## src/rtl/pst_pkg.sv

```systemverilog
// ----------------------------------------------------------------------------
// pst_pkg
// Shared types and codes of the pending signal table.
// ----------------------------------------------------------------------------
`default_nettype none

package pst_pkg;

  typedef logic [1:0] mode_t;
  typedef logic [1:0] status_t;

  localparam mode_t MODE_RAISE   = 2'd0;
  localparam mode_t MODE_ACQUIRE = 2'd1;
  localparam mode_t MODE_QUERY   = 2'd2;
  localparam mode_t MODE_CLEAR   = 2'd3;

  localparam status_t ST_OK      = 2'd0;
  localparam status_t ST_INVALID = 2'd1;
  localparam status_t ST_EXISTS  = 2'd2;
  localparam status_t ST_NONE    = 2'd3;

  localparam int NUM_W  = 6;
  localparam int WORD_W = 64;

  // Commands from the controller to the datapath.
  typedef struct packed {
    logic capture;  // latch the request word
    logic exec;     // update the bitmap, read and on a raise write the payload store
    logic load;     // fill the output register
  } dp_cmd_t;

endpackage

`default_nettype wire

```

## src/rtl/pst_ctrl.sv

```systemverilog
// ----------------------------------------------------------------------------
// pst_ctrl
// Sequencer of the pending signal table: takes one request word, runs the
// update and store access, then loads the output register.
// ----------------------------------------------------------------------------
`default_nettype none

module pst_ctrl
  import pst_pkg::*;
(
  input  wire logic clk,
  input  wire logic rst,
  input  wire logic in_valid,
  output logic      in_ready,
  output logic      out_valid,
  input  wire logic out_ready,
  output dp_cmd_t   cmd
);

  localparam logic [1:0] S_IDLE = 2'd0;
  localparam logic [1:0] S_EXEC = 2'd1;
  localparam logic [1:0] S_RESP = 2'd2;

  logic [1:0] state;
  logic [1:0] state_next;
  logic       out_free;

  assign in_ready = (state == S_IDLE);
  assign out_free = !out_valid || out_ready;

  always_comb begin
    state_next  = state;
    cmd         = '0;
    unique case (state)
      S_IDLE: begin
        if (in_valid) begin
          cmd.capture = 1'b1;
          state_next  = S_EXEC;
        end
      end
      S_EXEC: begin
        cmd.exec   = 1'b1;
        state_next = S_RESP;
      end
      S_RESP: begin
        // hold until the output register is free
        if (out_free) begin
          cmd.load   = 1'b1;
          state_next = S_IDLE;
        end
      end
      default: state_next = S_IDLE;
    endcase
  end

  always_ff @(posedge clk) begin
    if (rst) begin
      state     <= S_IDLE;
      out_valid <= 1'b0;
    end else begin
      state <= state_next;
      if (cmd.load) begin
        out_valid <= 1'b1;
      end else if (out_ready) begin
        out_valid <= 1'b0;
      end
    end
  end

`ifndef SYNTHESIS
  a_accept_runs: assert property (@(posedge clk) disable iff (rst)
    (in_valid && in_ready) |=> (state == S_EXEC))
    else $error("accepted word did not start execution");

  a_exec_then_resp: assert property (@(posedge clk) disable iff (rst)
    (state == S_EXEC) |=> (state == S_RESP))
    else $error("execution step not followed by response step");

  a_load_shows: assert property (@(posedge clk) disable iff (rst)
    cmd.load |=> (out_valid && state == S_IDLE))
    else $error("loaded result not presented");
`endif

endmodule

`default_nettype wire

```

## config.mk

```make
export PLATFORM = sky130hd
export DESIGN_NAME = pst_ctrl
export DESIGN_NICKNAME = d
export VERILOG_FILES = /design/src/rtl/pst_pkg.sv /design/src/rtl/pst_ctrl.sv
export SDC_FILE = /design/constraint.sdc
export NUM_CORES = 1
export LEC_CHECK = 0
export ABC_AREA = 1
export BUFFER_PORTS_ARGS = -buffer_cell sky130_fd_sc_hd__buf_2
export CAP_MARGIN = 25
export CORE_AREA = 2 2 39 41
export DETAILED_ROUTE_END_ITERATION = 16
export DIE_AREA = 0 0 41 43
export PLACE_DENSITY = 0.34
export SKIP_CTS_REPAIR_TIMING = 1
export SYNTH_ARGS = -nofsm -noshare
export SYNTH_HDL_FRONTEND = slang
export SYNTH_SLANG_ARGS = --single-unit
```

## constraint.sdc

```tcl
create_clock -name clk -period 0.9 [get_ports clk]
set_input_delay 0.18 -clock clk [delete_from_list [all_inputs] [get_ports clk]]
set_output_delay 0.18 -clock clk [all_outputs]
set_load 0.02 [all_outputs]
```

[After elaboration in Yosys (flattened, before gate mapping)]
Index checks and enable logic that the tools add are counted.
Cells by class
  equal/unequal tests: 4
  multiplexer cells: 10
  reduce and logical (&&, ||, !) cells: 5
Operators by type and width (number)
  1-bit two-way mux: 7
  2-bit case mux with 3 select lines: 1
  2-bit two-way mux: 2
  2-bit inequality test (second input constant): 2
  2-bit by 1-bit equality test with 1-bit output (second input constant): 1
  2-bit equality test (second input constant): 1
  2-bit logical NOT: 1
  2-bit AND reduction: 1
  2-bit nonzero test: 1
  1-bit logical NOT: 1
  1-bit logical OR: 1
Word-level totals
  register bits: 3
  input port bits: 4
  output and inout bits: 5
  word-level logic and storage cells: 21

[Longest topological paths before layout]
Gate-level depths: netlist (run 1).
  depth after elaboration: 5
  mapped depth: 4
  mapped depth without buffers: 4

[Worst setup path before layout (run 1)]
No wires, ideal clock.
  path type: register -> output
  start: register out_valid
  end: output cmd[0] in the netlist's numbering
  arrival time: 0.961 ns
  path slack: -0.241 ns
  cell stages (with the launch flop): 4
  path buffers: 0
  cell sequence: dfxtp_1 inv_1 nor2_4 nor3_1
RTL lines
  start: declaration: RTL line pst_ctrl.sv:15  | output logic out_valid,
  start signal: assignment: RTL line pst_ctrl.sv:59  | out_valid <= 1'b0;
  start signal: assignment: RTL line pst_ctrl.sv:63  | out_valid <= 1'b1;
  start signal: assignment: RTL line pst_ctrl.sv:65  | out_valid <= 1'b0;
  end: declaration: RTL line pst_ctrl.sv:17  | output dp_cmd_t cmd

==> results.md, run 1 <==
- Status: complete, but fails checks
- Failing checks: negative setup slack
- Root Buffer: clkbuf_4
- GR peak layer: met4
- Initial Util: 0.108
- H-tree levels: 1
- Via/cell ratio: 3.27
- First-pass GRT wire length: approximately 640 um
- Global routing met2 resource utilization: 0.0719
- Critical path peak fanout: 4
- Clk sinks: 3
- CTS buffer count: 3
- DR iter-0 viols: 1
- Initial antenna violation count: 0
- Worst-path clk slew: 40 ps
- Pwr dens: about 1500 nW/um2
- Register area: 66.3 um2
- Kind of start point of the critical path: register
- Synth area leader: dfxtp_1
- Flops & latches, synth: 3
- Post-synth ARST share: 0
- CTS tree: built
- Sequential cell area fraction in the yosys report: 0.403
- Syn Nets: 23
- First-pass DRT Iterations: 2
- Cell Int Power: roughly 0.36 mW
- Fin crit share: 1.23
- Core box area: about 1400 um2
- Clock network fraction of total power: 0.477
- Post-detailed-route count of antenna-violating nets: 0
- Top FF cell, synth: dfxtp_1
- DP Wirelength: 255 um
- Setup Viol. Count Final: 4
- Leakage: 0.147 nW
- Area delta synth->final: 118%
- Vias in the first global route: between 150 and 200
- Largest net degree at the start of global routing: 5
- Vias: 167
- Setup ws final: -204 ps
- Synth top area share: 0.403
- Die width: slightly above 40 um
- Worst ir drop on vdd: 0.566 mV
- Gr usage total: 0.0642
- Combinational Power Share: 0.220
- WP buf/inv: 2
- Num ports: 9
- Max-Slew Margin vs Limit: 0.905
- Met1 Use GR: 0.0545
- Synth Warn #: 0
- Die H: ~43 um
- RSZ-0062 raised after global routing: true
- Hold crit path type: in -> reg
- Final #Nets: 40
- Routed WL: 364 um
- Hold slack: 140 ps
- Post-route DRC: 0
- Util after Layout: 0.234
- Met3 usage: 0.0628
- IO buf count: 8
- Crit path max-delay family: flip-flops
- Slew @ Worst Pin: 141 ps
- Clk_skew: 4.20 ps
- Psw: 0.130 mW
- Library cells used by synthesis: 11
- Max Clk Rate: 906 MHz
- Slew Limit Fails: 0
- Cell count after synthesis: 19
- Min cycle time layout: ~1100 ps
- Diode count: 0
- Die area: 1760 um2
- Count leader, synth: inv_1
- WL/cell: ~7.1 um
- Arr. time, crit path: around 920 ps
- Mapped Area: 149 um2
- Post-synth top cells: inv_1, dfxtp_1, nand2_1
- Post-synth EDFFs: 0
- Critical path class: reg -> out
- CP cell instances: inv_4, nand2_4, nor2_4, buf_6
- Worst path slowest cell: dfxtp_4
- CP peak stage delay: 360 ps
- Global route total overflow: 0
- Synth top area cells: dfxtp_1, inv_1, nand2_1, nor2_4, nor3_2
- Num rows: 14
- Avg Inst Size Synth: 7.84 um2
- Footprint of the multi-input gates: 92.6 um2
- Reg power frac: 0.303
- Max-cap violation count: 0
- Sw frac: 0.266
- Deepest clock path buffer count: 2
- CP endpoint kind: output pin
- Final hold viol count: 0
- Fillers: 158
- Worst skew pair latency: roughly 230 ps
- Gpl congestion: ~0.67
- Share of cells above drive strength 1: 0.829
- Required arrival time at the worst endpoint: 720 ps
placed cells by master (no fill, tap or decap), types with 2 or more instances in the layout:
master / count
buf_2: 4
inv_1: 3
buf_4: 5
clkbuf_4: 3
nand2_1: 2
nor2_4: 2
dfxtp_2: 2
inv_4: 2
buf_6: 3
flip-flops by register name, indices dropped and copies added, names as in the netlist:
name,flops
out_valid,1
state,2
logic make-up (layout without fill, tap and decap cells):
family                 Yosys count  in the layout  synth area share
AOI/OAI and AO/OA                2              2             0.126
DFF                              3              3             0.403
buffers and inverters            6             22             0.151
and+or+nand+nor                  8              8             0.319
power groups by stage:
stage	logic (mW)	clock network [mW]	registers, mW
2_1_floorplan	0.0458	0	0.149
3_3_place_gp	0.0756	0	0.148
3_5_place_dp	0.0768	0	0.148
4_1_cts	0.0776	0.248	0.146
5_1_grt	0.116	0.261	0.149
6_report	0.108	0.233	0.148
worst paths after layout:
path / end / cells after the start / startpoint / slack, ps
setup / recovery: cmd[2] / 4 / state[0]$_SDFFE_PP0P_ / -200
setup reg to reg: out_valid$_SDFFE_PP0P_ / 4 / out_valid$_SDFFE_PP0P_ / 60
hold reg to reg: state[1]$_SDFFE_PP0P_ / 4 / out_valid$_SDFFE_PP0P_ / 560
hold / removal: state[1]$_SDFFE_PP0P_ / 2 / rst / 140
layer usage:
| layer | part of all wire | up-vias | wire length (um) |
|---|---|---|---|
| met5 | 0 | - | 0 |
| met4 | 0 | 0 | 0 |
| met3 | 0.11 | 0 | 40 |
| met2 | 0.48 | 8 | 175 |
| met1 | 0.41 | 73 | 148 |
| li1 | - | 86 | - |
stage by stage:
step | total power, mW | TNS [ps] | cell area (um2) | instances | setup WS, ps
global route | 0.525 | -929 | 324 | 51 | -250
CTS | 0.472 | -1180 | 256 | 48 | -338
detailed placement | 0.225 | -133 | 230 | 44 | -68.3
floorplan | 0.195 | 0 | 163 | 19 | 4.21
global placement | 0.223 | -113 | 230 | 44 | -62.5
finish | 0.489 | -748 | 324 | 51 | -204
layout make-up:
class                           count  area share
Multi-Input combinational cell     10       0.286
Inverter                            6      0.0849
Timing Repair Buffer               12       0.282
Clock buffer                        4      0.0811
Tap cell                           16      0.0618
Sequential cell                     3       0.205
Note: power is estimated with default switching activity, not from simulation.
==> inputs of run 2 (changes only) <==
--- a/config.mk
+++ b/config.mk
@@ -6,7 +6,7 @@
 export NUM_CORES = 1
 export LEC_CHECK = 0
 export ABC_AREA = 1
-export BUFFER_PORTS_ARGS = -buffer_cell sky130_fd_sc_hd__buf_2
+export BUFFER_PORTS_ARGS = -buffer_cell sky130_fd_sc_hd__clkbuf_2
 export CAP_MARGIN = 25
 export CORE_AREA = 2 2 39 41
 export DETAILED_ROUTE_END_ITERATION = 16
==> run 2 against run 1 <==
Net effect: the flow still finishes with violations (negative setup slack); fmax increased by 0.82%; die area unchanged; non-clock buffer count increased by 1; hold slack got worse by 3.7 ps; largest cell class is now non-clock buffers; largest power group unchanged.
==> results.md, run 2 (synthesized netlist as in run 1, its figures left out) <==
- Status: complete, but fails checks
- Failing checks: negative setup slack
- Required arrival time at the worst endpoint: 720 ps
- Setup Viol. Count Final: 4
- Critical path peak fanout: 4
- Die area: 1760 um2
- Deepest clock path buffer count: 2
- Util after Layout: 0.242
- Worst skew pair latency: ~230 ps
- GR peak layer: met2
- Initial antenna violation count: 0
- Share of cells above drive strength 1: 0.889
- Largest register FFs: 2
- Largest registers: state x2, out_valid x1
- Arr. time, crit path: 920 ps
- Met3 usage: 0.0628
- Placed insts: 44
- R2r endpoint: out_valid$_SDFFE_PP0P_
- Gr usage total: 0.0532
- CP peak stage delay: 350 ps
- Leakage: 0.152 nW
- Num rows: 14
- Kind of start point of the critical path: register
- Fin crit share: 1.22
- Via/cell ratio: 3.54
- First-pass GRT wire length: between 500 and 600 um
- Largest register by flop count: state
- Max-Slew Margin vs Limit: 0.912
- Non-filler cells in the finished layout: 52
- Met1 Use GR: 0.0385
- Min cycle time layout: 1100 ps
- Clk sinks: 3
- Die H: about 43 um
- CP endpoint kind: output pin
- Hold path start: rst
- Flop2flop setup slack: 50 ps
- Setup ws final: -195 ps
- Area delta synth->final: 125%
- WL/cell: just under 8 um
- Slew Limit Fails: 0
- Die width: 41 um
- Slew @ Worst Pin: 132 ps
- Final hold viol count: 0
- Final #Nets: 41
- Pwr dens: 1510 nW/um2
- Post-route DRC: 0
- Worst R2R Start: out_valid$_SDFFE_PP0P_
- Post-detailed-route count of antenna-violating nets: 0
- Commonest non-fill, non-tap cells in the layout: buf_4, inv_2, buf_6
- Crit path to: cmd[2]
- Worst Hold Depth: 2
- CTS buffer count: 3
- Clk_skew: 0.782 ps
- Num ports: 9
- Global route total overflow: 0
- Reg2reg path depth: 4
- Routed WL: between 400 and 500 um
- Root Buffer: clkbuf_4
- Vias in the first global route: 160
- CTS tree: built
- Initial Util: 0.108
- RSZ-0062 raised after global routing: true
- Worst ir drop on vdd: 0.515 mV
- H-tree levels: 1
- Global routing met2 resource utilization: 0.0719
- Commonest non-fill, non-tap cell in the layout: buf_4
- Hold crit path type: in -> reg
- Max Clk Rate: 913 MHz
- Max-cap violation count: 0
- IO buf count: 8
- DR iter-0 viols: 0
- Core box area: 1380 um2
- Largest net degree at the start of global routing: 5
- Worst path slowest cell: dfxtp_4
- Gpl congestion: 0.671
- Critical path class: reg -> out
- Setup TNS: -698 ps
- First-pass DRT Iterations: 1
- CP cell instances: inv_2, nand2_4, nor2_4, buf_6
- Fillers: around 160
- DP Worst Slack: -81.4 ps
- Critical path launch point: state[0]$_SDFFE_PP0P_
- Diode count: 0
- Worst-path clk slew: ~40 ps
- Vias: 184
## run 2: changes by cell type in the layout (fill, tap and decap cells not counted), moves of 2 or more
cell and delta:
buf_2 -4, clkbuf_2 +3, inv_1 -2, inv_2 +3
## run 2: metal layers
metal | share of wire | vias up
met5 | 0 | -
met4 | 0.020 | 0
met3 | 0.14 | 2
met2 | 0.47 | 11
met1 | 0.37 | 80
li1 | - | 91
## run 2: how the worst min path moves through the flow
stage	endpoint	slack, ps
6_report	state[1]$_SDFFE_PP0P_	140
5_1_grt	state[1]$_SDFFE_PP0P_	150
4_1_cts	state[1]$_SDFFE_PP0P_	140
3_5_place_dp	state[1]$_SDFFE_PP0P_	390
3_3_place_gp	state[1]$_SDFFE_PP0P_	390
2_1_floorplan	state[1]$_SDFFE_PP0P_	240
## run 2: through the flow
stage | instance area [um2] | power (mW) | hold slack (ps)
2_1_floorplan | 163 | 0.195 | 242
3_3_place_gp | 230 | 0.224 | 389
3_5_place_dp | 230 | 0.225 | 387
4_1_cts | 256 | 0.473 | 136
5_1_grt | 335 | 0.532 | 148
6_report | 335 | 0.506 | 136
## run 2: area by class of cell
| cell class | count | area, um2 | share of cell area |
|---|---|---|---|
| multi-input combinational | 10 | 92.6 | 0.276 |
| timing repair buffer | 13 | 105 | 0.313 |
| tap | 16 | 20.0 | 0.0597 |
| sequential | 3 | 66.3 | 0.198 |
| inverter | 6 | 25.0 | 0.0746 |
| clock buffer | 4 | 26.3 | 0.0784 |
## run 2: power breakdown
part	internal (mW)	total [mW]	switching, mW	leakage (nW)
logic	0.0608	0.120	0.0591	0.111
registers	0.140	0.147	0.00701	0.0261
clock network	0.166	0.239	0.0725	0.0150
## run 2: critical path: cells and delay by family, from the launching register on
| kind | cells | cell delay, ps |
|---|---|---|
| DFF | 1 | 350 |
| buffers and inverters | 2 | 190 |
| and+or+nand+nor | 2 | 150 |
